File: src/hdl/stt_pkg.sv
// Shared types, codes and byte classification for the source text tokenizer.
`default_nettype none

package stt_pkg;

    localparam int STT_POSITION_BITS = 32;
    localparam int KEYWORD_BYTES     = 8;
    localparam int KEYWORD_COUNT     = 13;
    localparam int WINDOW_BITS       = 8 * KEYWORD_BYTES;
    localparam int KIND_BITS         = 6;
    localparam int FIELD_BITS        = 32;
    localparam int QUEUE_DEPTH       = 4;
    localparam int QUEUE_PTR_BITS    = $clog2(QUEUE_DEPTH);
    localparam int QUEUE_CNT_BITS    = $clog2(QUEUE_DEPTH + 1);

    localparam logic [FIELD_BITS-1:0] LEN_MAX = '1;

    localparam logic [2:0] MODE_IDLE   = 3'd0;
    localparam logic [2:0] MODE_NUMBER = 3'd1;
    localparam logic [2:0] MODE_IDENT  = 3'd2;
    localparam logic [2:0] MODE_STRING = 3'd3;
    localparam logic [2:0] MODE_EQ     = 3'd4;
    localparam logic [2:0] MODE_LT     = 3'd5;
    localparam logic [2:0] MODE_SKIP   = 3'd6;

    localparam logic [KIND_BITS-1:0] KIND_EQ       = 6'd0;
    localparam logic [KIND_BITS-1:0] KIND_EQEQ     = 6'd1;
    localparam logic [KIND_BITS-1:0] KIND_PLUS     = 6'd2;
    localparam logic [KIND_BITS-1:0] KIND_DOT      = 6'd3;
    localparam logic [KIND_BITS-1:0] KIND_COMMA    = 6'd4;
    localparam logic [KIND_BITS-1:0] KIND_LT       = 6'd5;
    localparam logic [KIND_BITS-1:0] KIND_LE       = 6'd6;
    localparam logic [KIND_BITS-1:0] KIND_LPAREN   = 6'd7;
    localparam logic [KIND_BITS-1:0] KIND_LBRACE   = 6'd8;
    localparam logic [KIND_BITS-1:0] KIND_LBRACKET = 6'd9;
    localparam logic [KIND_BITS-1:0] KIND_RBRACKET = 6'd10;
    localparam logic [KIND_BITS-1:0] KIND_RBRACE   = 6'd11;
    localparam logic [KIND_BITS-1:0] KIND_RPAREN   = 6'd12;
    localparam logic [KIND_BITS-1:0] KIND_SEMI     = 6'd13;
    localparam logic [KIND_BITS-1:0] KIND_COLON    = 6'd14;
    localparam logic [KIND_BITS-1:0] KIND_NUMBER   = 6'd15;
    localparam logic [KIND_BITS-1:0] KIND_IDENT    = 6'd16;
    localparam logic [KIND_BITS-1:0] KIND_STRING   = 6'd17;
    localparam logic [KIND_BITS-1:0] KIND_KEYWORD0 = 6'd18;
    localparam logic [KIND_BITS-1:0] KIND_ERROR    = 6'd31;
    localparam logic [KIND_BITS-1:0] KIND_END      = 6'd32;

    localparam logic [7:0] CHAR_NUL   = 8'h00;
    localparam logic [7:0] CHAR_EQ    = 8'h3D;
    localparam logic [7:0] CHAR_LT    = 8'h3C;
    localparam logic [7:0] CHAR_QUOTE = 8'h22;

    localparam logic [WINDOW_BITS-1:0] KEYWORD_TEXT [KEYWORD_COUNT] = '{
        WINDOW_BITS'("let"),
        WINDOW_BITS'("function"),
        WINDOW_BITS'("and"),
        WINDOW_BITS'("or"),
        WINDOW_BITS'("not"),
        WINDOW_BITS'("do"),
        WINDOW_BITS'("type"),
        WINDOW_BITS'("for"),
        WINDOW_BITS'("in"),
        WINDOW_BITS'("return"),
        WINDOW_BITS'("if"),
        WINDOW_BITS'("while"),
        WINDOW_BITS'("else")
    };

    typedef struct packed {
        logic [KIND_BITS-1:0]  kind;
        logic [FIELD_BITS-1:0] start;
        logic [FIELD_BITS-1:0] length;
        logic                  done;
    } token_t;

    function automatic logic is_digit(input logic [7:0] b);
        return b inside {[8'h30:8'h39]};
    endfunction

    function automatic logic is_alpha(input logic [7:0] b);
        return b inside {[8'h41:8'h5A], [8'h61:8'h7A], 8'h5F};
    endfunction

    function automatic logic is_space(input logic [7:0] b);
        return b inside {8'h20, 8'h09, 8'h0A, 8'h0D};
    endfunction

    // Single-character symbol lookup; returns valid flag and kind.
    function automatic logic [KIND_BITS:0] symbol_kind(input logic [7:0] b);
        logic [KIND_BITS:0] r;
        case (b)
            8'h2B:   r = {1'b1, KIND_PLUS};
            8'h2E:   r = {1'b1, KIND_DOT};
            8'h2C:   r = {1'b1, KIND_COMMA};
            8'h28:   r = {1'b1, KIND_LPAREN};
            8'h7B:   r = {1'b1, KIND_LBRACE};
            8'h5B:   r = {1'b1, KIND_LBRACKET};
            8'h5D:   r = {1'b1, KIND_RBRACKET};
            8'h7D:   r = {1'b1, KIND_RBRACE};
            8'h29:   r = {1'b1, KIND_RPAREN};
            8'h3B:   r = {1'b1, KIND_SEMI};
            8'h3A:   r = {1'b1, KIND_COLON};
            default: r = {1'b0, KIND_EQ};
        endcase
        return r;
    endfunction

    // Match the identifier window against the keyword list.
    function automatic logic [KIND_BITS-1:0] ident_kind(
        input logic [WINDOW_BITS-1:0] win,
        input logic [FIELD_BITS-1:0]  len
    );
        logic [KIND_BITS-1:0] kind;
        logic                 hit;
        kind = KIND_IDENT;
        hit  = 1'b0;
        if (len <= FIELD_BITS'(KEYWORD_BYTES)) begin
            for (int k = 0; k < KEYWORD_COUNT; k++) begin
                if (!hit && win == KEYWORD_TEXT[k]) begin
                    kind = KIND_KEYWORD0 + KIND_BITS'(k);
                    hit  = 1'b1;
                end
            end
        end
        return kind;
    endfunction

endpackage

`default_nettype wire

File: src/hdl/source_text_tokenizer.sv
// Streaming tokenizer: one source byte per request in, tokens out through a short queue.
//
//  channel | signals                                          | direction
//  --------+--------------------------------------------------+----------
//  in      | in_valid, in_ready, text_byte, final_byte        | sink
//  out     | out_valid, out_ready, token_kind, token_start,   | source
//          | token_length, stream_done                        |
//
// One byte is scanned per cycle while the queue has room: input register, one pass of scan logic, token queue.
// A byte yields zero, one or two tokens; the queue drains one token per cycle while out_ready
// is high, so a run of two-token bytes is limited by the output port.
// An accepted byte passes the input register and then the token queue before its first token reaches the port.
// The scanner stalls while the queue has fewer than two free entries.
// Reset is asynchronous; no clearing pass is needed.
`default_nettype none

module source_text_tokenizer #(
    parameter int POSITION_BITS = stt_pkg::STT_POSITION_BITS
) (
    input  wire logic                               clk,
    input  wire logic                               rst_n,
    input  wire logic                               in_valid,
    output logic                                    in_ready,
    input  wire logic [7:0]                         text_byte,
    input  wire logic                               final_byte,
    output logic                                    out_valid,
    input  wire logic                               out_ready,
    output logic [stt_pkg::KIND_BITS-1:0]           token_kind,
    output logic [stt_pkg::FIELD_BITS-1:0]          token_start,
    output logic [stt_pkg::FIELD_BITS-1:0]          token_length,
    output logic                                    stream_done
);
    import stt_pkg::*;

    logic                       s1_valid_reg, s1_valid_next;
    logic [7:0]                 s1_byte_reg;
    logic                       s1_final_reg;

    logic [2:0]                 mode_reg, mode_next;
    logic [POSITION_BITS-1:0]   pos_reg, pos_next;
    logic [POSITION_BITS-1:0]   pstart_reg, pstart_next;
    logic [FIELD_BITS-1:0]      plen_reg, plen_next;
    logic [WINDOW_BITS-1:0]     win_reg, win_next;

    token_t                     q_reg [QUEUE_DEPTH];
    logic [QUEUE_PTR_BITS-1:0]  wr_ptr_reg, wr_ptr_next;
    logic [QUEUE_PTR_BITS-1:0]  rd_ptr_reg, rd_ptr_next;
    logic [QUEUE_CNT_BITS-1:0]  count_reg, count_next;

    token_t                     res [2];
    logic [1:0]                 n_emit;
    logic                       advance;
    logic                       pop;
    logic                       handled;
    logic [KIND_BITS:0]         sym;
    logic [FIELD_BITS-1:0]      grown;
    logic [POSITION_BITS-1:0]   pos_inc;
    logic [7:0]                 b;

    function automatic token_t tok(
        input logic [KIND_BITS-1:0]  k,
        input logic [FIELD_BITS-1:0] s,
        input logic [FIELD_BITS-1:0] l
    );
        token_t t;
        t.kind   = k;
        t.start  = s;
        t.length = l;
        t.done   = 1'b0;
        return t;
    endfunction

    assign advance  = s1_valid_reg && (count_reg <= QUEUE_CNT_BITS'(QUEUE_DEPTH - 2));
    assign in_ready = !s1_valid_reg || advance;
    assign pop      = out_valid && out_ready;

    assign b       = s1_byte_reg;
    assign sym     = symbol_kind(s1_byte_reg);
    assign grown   = (plen_reg == LEN_MAX) ? plen_reg : plen_reg + FIELD_BITS'(1);
    assign pos_inc = pos_reg + POSITION_BITS'(1);

    always_comb
    begin
        s1_valid_next = s1_valid_reg;
        if (in_valid && in_ready)
        begin
            s1_valid_next = 1'b1;
        end
        else if (advance)
        begin
            s1_valid_next = 1'b0;
        end
    end

    always_comb
    begin
        mode_next   = mode_reg;
        pos_next    = pos_reg;
        pstart_next = pstart_reg;
        plen_next   = plen_reg;
        win_next    = win_reg;
        res[0]      = '0;
        res[1]      = '0;
        n_emit      = 2'd0;
        handled     = 1'b0;

        if (advance)
        begin
            case (mode_reg)
                MODE_SKIP:
                begin
                    handled = 1'b1;
                end
                MODE_NUMBER:
                begin
                    if (is_digit(b))
                    begin
                        plen_next = grown;
                        handled   = 1'b1;
                    end
                    else
                    begin
                        res[n_emit[0]] = tok(KIND_NUMBER, FIELD_BITS'(pstart_reg), plen_reg);
                        n_emit         = n_emit + 2'd1;
                        mode_next      = MODE_IDLE;
                    end
                end
                MODE_IDENT:
                begin
                    if (is_alpha(b) || is_digit(b))
                    begin
                        plen_next = grown;
                        win_next  = {win_reg[WINDOW_BITS-9:0], b};
                        handled   = 1'b1;
                    end
                    else
                    begin
                        res[n_emit[0]] = tok(ident_kind(win_reg, plen_reg),
                                             FIELD_BITS'(pstart_reg), plen_reg);
                        n_emit         = n_emit + 2'd1;
                        mode_next      = MODE_IDLE;
                    end
                end
                MODE_STRING:
                begin
                    handled = 1'b1;
                    if (b == CHAR_QUOTE)
                    begin
                        res[n_emit[0]] = tok(KIND_STRING, FIELD_BITS'(pstart_reg), plen_reg);
                        n_emit         = n_emit + 2'd1;
                        mode_next      = MODE_IDLE;
                    end
                    else if (b == CHAR_NUL)
                    begin
                        res[n_emit[0]] = tok(KIND_ERROR, FIELD_BITS'(pos_reg), FIELD_BITS'(1));
                        n_emit         = n_emit + 2'd1;
                        mode_next      = MODE_SKIP;
                    end
                    else
                    begin
                        plen_next = grown;
                    end
                end
                MODE_EQ, MODE_LT:
                begin
                    if (b == CHAR_EQ)
                    begin
                        res[n_emit[0]] = tok((mode_reg == MODE_EQ) ? KIND_EQEQ : KIND_LE,
                                             FIELD_BITS'(pstart_reg), FIELD_BITS'(2));
                        handled        = 1'b1;
                    end
                    else
                    begin
                        res[n_emit[0]] = tok((mode_reg == MODE_EQ) ? KIND_EQ : KIND_LT,
                                             FIELD_BITS'(pstart_reg), FIELD_BITS'(1));
                    end
                    n_emit    = n_emit + 2'd1;
                    mode_next = MODE_IDLE;
                end
                default:
                begin
                    mode_next = MODE_IDLE;
                end
            endcase

            if (!handled)
            begin
                if (b == CHAR_EQ || b == CHAR_LT)
                begin
                    mode_next   = (b == CHAR_EQ) ? MODE_EQ : MODE_LT;
                    pstart_next = pos_reg;
                    plen_next   = FIELD_BITS'(1);
                end
                else if (sym[KIND_BITS])
                begin
                    res[n_emit[0]] = tok(sym[KIND_BITS-1:0], FIELD_BITS'(pos_reg),
                                         FIELD_BITS'(1));
                    n_emit         = n_emit + 2'd1;
                end
                else if (is_space(b))
                begin
                    mode_next = mode_next;
                end
                else if (is_digit(b))
                begin
                    mode_next   = MODE_NUMBER;
                    pstart_next = pos_reg;
                    plen_next   = FIELD_BITS'(1);
                end
                else if (is_alpha(b))
                begin
                    mode_next   = MODE_IDENT;
                    pstart_next = pos_reg;
                    plen_next   = FIELD_BITS'(1);
                    win_next    = WINDOW_BITS'(b);
                end
                else if (b == CHAR_QUOTE)
                begin
                    mode_next   = MODE_STRING;
                    pstart_next = pos_inc;
                    plen_next   = '0;
                end
                else
                begin
                    res[n_emit[0]] = tok(KIND_ERROR, FIELD_BITS'(pos_reg), FIELD_BITS'(1));
                    n_emit         = n_emit + 2'd1;
                    mode_next      = MODE_SKIP;
                end
            end

            if (s1_final_reg)
            begin
                case (mode_next)
                    MODE_NUMBER:
                    begin
                        res[n_emit[0]] = tok(KIND_NUMBER, FIELD_BITS'(pstart_next), plen_next);
                        n_emit         = n_emit + 2'd1;
                    end
                    MODE_IDENT:
                    begin
                        res[n_emit[0]] = tok(ident_kind(win_next, plen_next),
                                             FIELD_BITS'(pstart_next), plen_next);
                        n_emit         = n_emit + 2'd1;
                    end
                    MODE_STRING:
                    begin
                        res[n_emit[0]] = tok(KIND_ERROR, FIELD_BITS'(pstart_next), plen_next);
                        n_emit         = n_emit + 2'd1;
                    end
                    MODE_EQ:
                    begin
                        res[n_emit[0]] = tok(KIND_EQ, FIELD_BITS'(pstart_next), FIELD_BITS'(1));
                        n_emit         = n_emit + 2'd1;
                    end
                    MODE_LT:
                    begin
                        res[n_emit[0]] = tok(KIND_LT, FIELD_BITS'(pstart_next), FIELD_BITS'(1));
                        n_emit         = n_emit + 2'd1;
                    end
                    default:
                    begin
                        mode_next = MODE_IDLE;
                    end
                endcase

                if (n_emit == 2'd0)
                begin
                    res[0] = tok(KIND_END, FIELD_BITS'(pos_inc), '0);
                    n_emit = 2'd1;
                end

                if (n_emit == 2'd2)
                begin
                    res[1].done = 1'b1;
                end
                else
                begin
                    res[0].done = 1'b1;
                end

                mode_next   = MODE_IDLE;
                pos_next    = '0;
                pstart_next = '0;
                plen_next   = '0;
                win_next    = '0;
            end
            else
            begin
                pos_next = pos_inc;
            end
        end
    end

    always_comb
    begin
        wr_ptr_next = wr_ptr_reg + QUEUE_PTR_BITS'(n_emit);
        rd_ptr_next = rd_ptr_reg + QUEUE_PTR_BITS'(pop);
        count_next  = count_reg + QUEUE_CNT_BITS'(n_emit) - QUEUE_CNT_BITS'(pop);
    end

    always_ff @(posedge clk or negedge rst_n)
    begin
        if (!rst_n)
        begin
            s1_valid_reg <= 1'b0;
            mode_reg     <= MODE_IDLE;
            pos_reg      <= '0;
            pstart_reg   <= '0;
            plen_reg     <= '0;
            win_reg      <= '0;
            wr_ptr_reg   <= '0;
            rd_ptr_reg   <= '0;
            count_reg    <= '0;
        end
        else
        begin
            s1_valid_reg <= s1_valid_next;
            mode_reg     <= mode_next;
            pos_reg      <= pos_next;
            pstart_reg   <= pstart_next;
            plen_reg     <= plen_next;
            win_reg      <= win_next;
            wr_ptr_reg   <= wr_ptr_next;
            rd_ptr_reg   <= rd_ptr_next;
            count_reg    <= count_next;
        end
    end

    always_ff @(posedge clk)
    begin
        if (in_valid && in_ready)
        begin
            s1_byte_reg  <= text_byte;
            s1_final_reg <= final_byte;
        end
        if (n_emit != 2'd0)
        begin
            q_reg[wr_ptr_reg] <= res[0];
        end
        if (n_emit == 2'd2)
        begin
            q_reg[wr_ptr_reg + QUEUE_PTR_BITS'(1)] <= res[1];
        end
    end

    assign out_valid    = (count_reg != '0);
    assign token_kind   = q_reg[rd_ptr_reg].kind;
    assign token_start  = q_reg[rd_ptr_reg].start;
    assign token_length = q_reg[rd_ptr_reg].length;
    assign stream_done  = q_reg[rd_ptr_reg].done;

endmodule

`default_nettype wire

File: config.mk
export PLATFORM = sky130hd
export DESIGN_NAME = source_text_tokenizer
export DESIGN_NICKNAME = d
export VERILOG_FILES = /design/src/hdl/stt_pkg.sv /design/src/hdl/source_text_tokenizer.sv
export SDC_FILE = /design/constraint.sdc
export NUM_CORES = 1
export LEC_CHECK = 0
export ABC_AREA = 1
export BUFFER_PORTS_ARGS = -buffer_cell sky130_fd_sc_hd__buf_4
export CAP_MARGIN = 0
export CORE_ASPECT_RATIO = 0.5
export CORE_MARGIN = 2
export CORE_UTILIZATION = 45
export CTS_CLUSTER_DIAMETER = 80
export DETAILED_ROUTE_END_ITERATION = 16
export PLACE_DENSITY = 0.61
export SLEW_MARGIN = 20
export SYNTH_ARGS = -nofsm -noshare
export SYNTH_HDL_FRONTEND = slang
export SYNTH_SLANG_ARGS = --single-unit
File: constraint.sdc
create_clock -name clk -period 6.4 [get_ports clk]
set_clock_uncertainty 0.05 [all_clocks]
set_input_delay 0.32 -clock clk [delete_from_list [all_inputs] [get_ports clk]]
set_output_delay 0.32 -clock clk [all_outputs]
set_load 0.02 [all_outputs]
==> results by group, run 1 <==
Run status
  • Status: complete, no violations

Worst setup path
  • Critical Path Fanout Max: 24
  • Largest stage delay, worst path: ~0.48 ns
  • Delay-heaviest family, CP: simple AND/OR/NAND/NOR gates
  • Slowest cell on crit path: nand2_2
  • Crit start category: flip-flop
  • CP Data Required Time: ~6.7 ns
  • Number of buffer and inverter stages on the critical path: 5
  • R2R setup slack: ~0.8 ns
  • Crit path kind: reg2reg
  • Reg2Reg Depth: 25
  • Worst reg2reg startpoint: b[6]
  • Crit. End Element: flip-flop
  • Reg2reg end: q_reg[0][32]
  • Critical Path AT: between 5 and 6 ns

STA
  • Final Hold Vio Count: 0
  • Worst hold margin: roughly 0.22 ns
  • Max Freq: ~0.18 GHz
  • Worst Slack Setup Final: 0.799 ns
  • Final slew viol count: 0
  • RSZ-0062 raised after global routing: no
  • Setup-violating endpoint count in the final report: 0
  • Max-slew headroom: roughly 28%
  • Final critical-path required period: between 5 and 6 ns
  • Worst slew pin tran: around 1.1 ns
  • Setup TNS: 0 ns
  • Final Cycle Share: roughly 90%

CTS
  • CTS tree: built
  • Htree depth: 2
  • Cts bufs inserted: 48
  • CTS resizes: 0
  • Worst-path clk slew: roughly 0.060 ns
  • CTS Root Cell: clkbuf_16
  • Clock buffer depth: 3
  • Skew-Pair Late Insertion Delay: ~0.62 ns
  • # clock sinks: between 400 and 500

Global route
  • Global-route wire length before repair: ~170,000 µm
  • Initial antenna violation count: 0
  • Global Route Usage Sum: 30.7%
  • Pin count of the biggest net entering global routing: 142
  • Number of global-route vias before repair: 28,300
  • GRT overflow: 0

Pwr
  • Peak supply drop: 0.000503 V
  • PwrDens: about 600 nW/µm²
  • Total power: 0.0199 W
  • P_leak: around 14 nW

Floorplan
  • Core region area: 66,800 µm²
  • Height of the chip: 188 µm
  • Die area: about 70,000 µm²
  • Std cell rows: 67
  • Number of top-level pins: 86
  • Die width: between 300 and 400 µm
  • Initial core utilization: a little under half

Synthesis
  • Synth Area in Simple Gates: between 20% and 30%
  • Post-synthesis sequential area ratio: a little over two fifths
  • Post-synthesis area per instance: between 7 and 8 µm²
  • Synthesis Warnings: 0
  • Synthesized Nets: around 4,200
  • Number of synthesized register bits: roughly 460
  • Number of distinct library cells after synthesis: 59
  • FFs w/ async S/R, synth: 36.9%
  • Compound-Gate Fraction of Synth Area: 16.4%
  • Post-synth EDFFs: 293
  • XOR/XNOR Fraction of Synth Area: under 10%
  • Post-Synth Adder-Cell Area: less than 1%
  • Ys flop type: edfxtp_1
  • Mapped cell area: roughly 30,000 µm²
  • Main combinational cell family by area after synthesis: simple AND/OR/NAND/NOR gates
  • Post-synthesis instance total: 4,155
  • Multiplexer share of the synthesized area: 0%

Finish
  • Max reg flops: between 200 and 300
  • # nets final: 4,126
  • Diode count: 0
  • Share of cells above drive strength 1: 7.90%
  • Syn-to-layout area delta: 9.56%
  • Final Non-Filler Cells: between 5,000 and 6,000

Placed design
  • Post-Place Setup Slack: between 0.9 and 1 ns
  • Routability cong.: approximately 0.96
  • Hpwl dp: 71,200 µm
  • Port Buffers: 85
  • Placed insts: around 4,900

Route
  • Vias per cell: ~6
  • DR WL/cell: around 22 µm
  • DR iter-0 viols: a little over 4,000
  • Drc violations: 0
  • DR pass1 iterations: 7
  • Routed wire length: 108,000 µm
  • Post-route ant nets: 0
  • DR vias: 30,200

Flow run
  • Max-cap violations: 0

Min path
  • Worst Hold Class: in2async
==> area by class of cell <==
class | instances | area (µm²)
flip-flops and latches | 464 | 13100
clock inverters | 20 | 264
multi-input cells | 2956 | 14400
fillers | 6549 | 33500
clock buffers | 70 | 1350
inverters | 471 | 1780
well taps | 897 | 1120
repair buffers | 160 | 1300
==> through the flow <==
stage / util [%] / area [µm²]
final: 49.8 / 33300
after global routing: 49.8 / 33300
after CTS: 49.8 / 33300
after detailed placement: 47.2 / 31500
after global placement: 47.2 / 31500
after floorplan: - / 30400
==> Yosys cell counts (13+ instances only) <==
cell type | count | area, µm²
clkbuf_1 | 169 | 634
o21ai_0 | 408 | 2040
edfxtp_1 | 293 | 8800
dfrtp_1 | 171 | 4280
nor3_1 | 62 | 310
o22ai_1 | 236 | 1480
nor4_1 | 21 | 131
o32ai_1 | 15 | 131
o21ai_2 | 13 | 114
o211ai_1 | 25 | 188
nand3_1 | 247 | 1240
nor2_2 | 13 | 81.3
a21oi_1 | 83 | 415
inv_1 | 441 | 1660
buf_4 | 23 | 173
buf_2 | 52 | 260
nor2_1 | 431 | 1620
nand2_1 | 1024 | 3840
xor2_1 | 52 | 455
o21ai_1 | 53 | 265
inv_2 | 22 | 82.6
nand4_1 | 176 | 1100
==> cells by family (layout without fill, tap and decap cells) <==
| group | Yosys count | in the layout |
|---|---|---|
| simple gates | 2022 | 2022 |
| compound gates | 868 | 868 |
| buf+inv | 735 | 721 |
| flops | 464 | 464 |
| xor+xnor | 54 | 54 |
| fa+ha+maj | 12 | 12 |
==> cells in the final DEF (no fill, tap or decap), types with 12 or more instances in the layout <==
master / instances
nand2_1: 1020
inv_1: 436
nor2_1: 421
o21ai_0: 408
edfxtp_1: 293
nand3_1: 247
o22ai_1: 236
nand4_1: 176
dfrtp_1: 169
buf_4: 143
a21oi_1: 83
nor3_1: 62
o21ai_1: 53
xor2_1: 52
clkbuf_16: 49
o211ai_1: 25
inv_2: 24
nor4_1: 21
nor2_2: 18
clkbuf_1: 17
o32ai_1: 15
o21ai_2: 13
nand2_2: 12
==> metal layers <==
metal	share of wire (%)	up-vias	global-route usage (%)
met5	0	-	0
met4	2.4	0	7.61
li1	-	14000	-
met1	44	14300	45.4
met3	11	213	6.61
met2	43	1635	45.4
==> power breakdown <==
part | leakage (nW) | switching [W] | internal, W
registers | 5.07 | 0.000529 | 0.00469
clock network | 0.772 | 0.00130 | 0.00167
logic | 8.55 | 0.00872 | 0.00299
==> worst register-to-register path: cells and delay by family (launching register included) <==
family / cells / cell delay, ns
adder cells (fa/ha/maj): 2 / 0.55
AND/OR/NAND/NOR: 12 / 2.42
buffers and inverters: 5 / 0.64
AO/OA/AOI/OAI: 6 / 1.26
flip-flops: 1 / 0.42
==> what timing repair did <==
item                                   CTS  global route
setup buffers                            0             0
hold buffers                            11             0
endpoints found under the hold margin   65             0
==> worst max path at each step <==
| stage | cells past startpoint | from | end | slack [ns] |
|---|---|---|---|---|
| floorplan | 28 | b[1] | q_reg[0][0] | 0.99 |
| global placement | 26 | b[1] | q_reg[1][29] | 1.02 |
| detailed placement | 25 | b[6] | q_reg[0][32] | 0.91 |
| CTS | 25 | b[6] | q_reg[0][32] | 0.92 |
| global route | 25 | b[6] | q_reg[3][32] | 0.30 |
| finish | 25 | b[6] | q_reg[0][32] | 0.80 |
Power figures use the tool's default switching activity.
==> inputs of run 2 (changes only) <==
--- a/config.mk
+++ b/config.mk
@@ -5,7 +5,6 @@
 export SDC_FILE = /design/constraint.sdc
 export NUM_CORES = 1
 export LEC_CHECK = 0
-export ABC_AREA = 1
 export BUFFER_PORTS_ARGS = -buffer_cell sky130_fd_sc_hd__buf_4
 export CAP_MARGIN = 0
 export CORE_ASPECT_RATIO = 0.5
==> run 2 against run 1 <==
Against the previous run: via count fell by 19%; critical path depth down 9; total power decreased by 29%; non-clock buffer count is 23 higher; sequential share of layout area rose by 2.2 points; area after synthesis fell by 6.6%; global-route usage down 2.7 points; fmax fell by 4.7%; clock power down 4%; critical endpoint is now q_reg[3][54].
==> results by group, run 2 <==
Finish
  • Multi-input gate area: 14,200 µm² (-1.1%)
  • Diode count: 0 (unchanged)
  • Seq. cell area: 13,100 µm² (about the same)
  • # nets final: 2,873 (-30%)
  • Max reg flops: 284 (unchanged)
  • Most common cell after layout, fill and taps aside: edfxtp_1
  • Syn-to-layout area delta: 11.0%
  • Final Non-Filler Cells: 3,708 (-26%)
  • Fillers: 5,598 (-15%)
  • Most frequent cells in the layout: edfxtp_1 (293), nor2_1 (277), nand2_1 (249)
  • Share of cells above drive strength 1: 14.2% (+6.3 points)

Worst setup path
  • CP Data Required Time: 6.56 ns (-0.14 ns)
  • Cells along the critical path: nor3_2 > a21o_1 > o21ai_0 > nand3_2 > ha_1 > nand4b_1 > and3_1 > clkinv_1 > ha_1 > nand4_1 > or3_1 > a31oi_1 > nor2_1 > a22oi_1 > nor2_4 > buf_6
  • Largest stage delay, worst path: 0.70 ns (+0.22 ns)
  • Crit path kind: reg2reg
  • Crit. End Element: flip-flop
  • Crit path from: b[3]
  • Crit start category: flip-flop
  • Reg2Reg Depth: 16 (-36%)
  • Critical Path Fanout Max: 49 (+100%)
  • Critical Path AT: 6.04 ns (+0.14 ns)
  • Reg2reg end: q_reg[3][54]
  • Worst reg2reg startpoint: b[3]
  • Most frequent CP cell: ha_1
  • R2R setup slack: 0.53 ns (-0.27 ns)
  • Slowest cell on crit path: nor2_4

Route
  • DR iter-0 viols: 3,136 (-23%)
  • DR pass1 iterations: 8 (+1)
  • Vias per cell: 6.57 (+9.5%)
  • Drc violations: 0 (unchanged)
  • DR vias: 24,400 (-19%)
  • Post-route ant nets: 0 (unchanged)
  • DR WL/cell: 25.1 µm (+17%)
  • Routed wire length: 93,200 µm (-14%)

Global route
  • GRT overflow: 0 (unchanged)
  • Global-route wire length before repair: 144,000 µm (-14%)
  • Number of global-route vias before repair: 23,500 (-17%)
  • Initial antenna violation count: 0 (unchanged)
  • Global Route Usage Sum: 28.0% (-2.7 points)
  • Pin count of the biggest net entering global routing: 87 (-39%)

STA
  • Final Hold Vio Count: 0 (unchanged)
  • Setup-violating endpoint count in the final report: 0 (unchanged)
  • Worst slew pin tran: 1.10 ns (+0.0243 ns)
  • Final slew viol count: 0 (unchanged)
  • Worst Slack Setup Final: 0.526 ns (-0.273 ns)
  • RSZ-0062 raised after global routing: no
  • Worst hold margin: 0.148 ns (-0.0675 ns)
  • Max Freq: 0.170 GHz (-4.7%)
  • Max-slew headroom: 26.3% (-1.7 points)
  • Final Cycle Share: 91.8% (+4.3 points)
  • Final critical-path required period: 5.87 ns (+0.273 ns)

Floorplan
  • Std cell rows: 64 (-4.5%)
  • Die area: 65,200 µm² (-6.5%)
  • Core region area: 61,700 µm² (-7.6%)
  • Height of the chip: 181 µm (-3.3%)
  • Die width: 359 µm (-3.3%)
  • Initial core utilization: 45.9% (+0.48 points)
  • Number of top-level pins: 86 (unchanged)

Pwr
  • Comb power frac: 48.1% (-11 points)
  • Sequential group share of total power: 31.8% (+5.6 points)
  • Switching power: 0.00623 W (-41%)
  • Clock power frac: 20.1% (+5.2 points)
  • Switching share of power: 43.9% (-9.1 points)
  • Total power: 0.0142 W (-29%)
  • Pint: 0.00795 W (-15%)
  • Peak supply drop: 0.000317 V (-37%)
  • P_leak: 11.7 nW (-19%)
  • PwrDens: 450 nW/µm² (-25%)

Placed design
  • Port Buffers: 85 (unchanged)
  • Routability cong.: 0.964 (+0.91%)
  • Placed insts: 3,616 (-27%)
  • Post-Place Setup Slack: 0.383 ns (-0.525 ns)
  • Hpwl dp: 61,500 µm (-14%)

Flow run
  • Max-cap violations: 0 (unchanged)

CTS
  • # clock sinks: 464 (unchanged)
  • Skew-Pair Late Insertion Delay: 0.60 ns (-0.02 ns)
  • Cts bufs inserted: 44 (-8.3%)
  • Worst-path clk slew: 0.06 ns (about the same)
  • CTS Root Cell: clkbuf_16
  • Htree depth: 2 (unchanged)
  • Clock buffer depth: 3 (unchanged)
  • Postcts setup bufs: 0 (unchanged)
  • CTS tree: built

Synthesis
  • Synth top area cells: edfxtp_1 (31%), dfrtp_1 (15%), mux4_2 (5.6%)
  • Post-synth EDFFs: 293 (unchanged)
  • Number of synthesized register bits: 464 (unchanged)
  • Mapped cell area: 28,400 µm² (-6.6%)
  • Post-synthesis sequential area ratio: 46.1% (+3.1 points)
  • Ys flop type: edfxtp_1
  • FFs w/ async S/R, synth: 36.9% (unchanged)
  • Post-synth top area cell: edfxtp_1
  • Number of distinct library cells after synthesis: 95 (+61%)
  • Synth cell count leaders: edfxtp_1 (293), nor2_1 (282), nand2_1 (250)
  • Post-synthesis instance total: 2,884 (-31%)
  • Synthesized Nets: 2,909 (-30%)
  • Post-synthesis area per instance: 9.83 µm² (+35%)
  • Synthesis Warnings: 0 (unchanged)
  • Yosys top cell area share: 31.0% (+2.1 points)
  • Most common cell in the netlist: edfxtp_1

Min path
  • Hold EP: rd_ptr_reg[0]
  • Worst Min Path Start: out_ready
  • Hold Path Cell Cnt: 3
  • Worst Hold Class: in2reg

Run status
  • Status: complete, no violations
-- run 2: cell types whose count changed in the layout (fill, tap and decap cells not counted), moves of 71 or more --
| cell | previous run | this run |
|---|---|---|
| o21ai_0 | 408 | 181 |
| a21oi_1 | 83 | 205 |
| o22ai_1 | 236 | 58 |
| nor2_1 | 421 | 277 |
| nand3_1 | 247 | 89 |
| mux4_2 | 0 | 71 |
| nand2_1 | 1020 | 249 |
| nand4_1 | 176 | 66 |
| a22o_1 | 0 | 91 |
| inv_1 | 436 | 39 |
| mux2i_1 | 0 | 82 |
-- run 2: per-stage QoR --
| stage | area (µm²) | setup TNS, ns | utilization [%] |
|---|---|---|---|
| floorplan | 28400 | -83.42 | - |
| global placement | 29800 | 0 | 48.3 |
| detailed placement | 29800 | 0 | 48.3 |
| CTS | 31500 | 0 | 51.0 |
| global route | 31500 | 0 | 51.0 |
| finish | 31500 | 0 | 51.0 |
-- run 2: worst max-delay path, delay by kind of cell, from the launching register on --
kind	cells	cell delay, ns
buffers and inverters	2	0.77
AO/OA/AOI/OAI	4	0.98
adder cells (fa/ha/maj)	2	0.71
AND/OR/NAND/NOR	8	2.25
flip-flops	1	0.68
-- run 2: cell families (layout without fill, tap and decap cells) --
kind of cell               count (synthesis)  count (layout)  share of synthesized area [%]
adders and majority gates                 12              12                          0.556
xor gates and xnor gates                  52              52                           1.61
AOI/OAI and AO/OA                        836             836                           19.3
muxes                                    193             193                           10.1
DFF                                      464             464                           46.1
and+or+nand+nor                         1021            1021                           18.1
buffers and inverters                    306             305                           4.25
-- run 2: per-layer routing --
| layer | up-vias | routed length (µm) | global-route usage [%] |
|---|---|---|---|
| met3 | 140 | 8150 | 5.91 |
| li1 | 11000 | - | - |
| met5 | - | 0 | 0 |
| met2 | 1158 | 41100 | 42.5 |
| met1 | 12100 | 42100 | 41.0 |
| met4 | 0 | 1800 | 6.72 |
-- run 2: worst max-delay path by stage --
stage                        end  slack, ns  cells past startpoint
floorplan            q_reg[1][0]      -0.59                     16
global route        q_reg[3][63]        0.1                     16
detailed placement  q_reg[3][60]       0.38                     15
global placement    q_reg[3][60]       0.51                     16
finish              q_reg[3][54]       0.53                     16
CTS                 q_reg[3][54]       0.35                     15
-- run 2: power by group through the flow --
stage	logic [W]	registers (W)	clock network, W
after floorplan	0.00438	0.00432	0
after global placement	0.00666	0.00454	0
after detailed placement	0.00670	0.00457	0
after CTS	0.00672	0.00451	0.00288
after global routing	0.00724	0.00458	0.00301
final	0.00682	0.00451	0.00285
-- run 2: timing repair --
action / in CTS / in global routing
resized for setup: 0 / 2
endpoints found under the setup margin: 0 / 86
endpoints found under the hold margin: 94 / 0
hold buffers: 11 / 0
-- run 2: cell type report --
type                       instances  share of cell area (%)
clock buffer                      58                    3.89
clock inverter                    23                   0.970
inverter                          41                   0.489
multi-input combinational       2114                    45.2
sequential                       464                    41.6
tap                              825                    3.28
timing repair buffer             183                    4.65
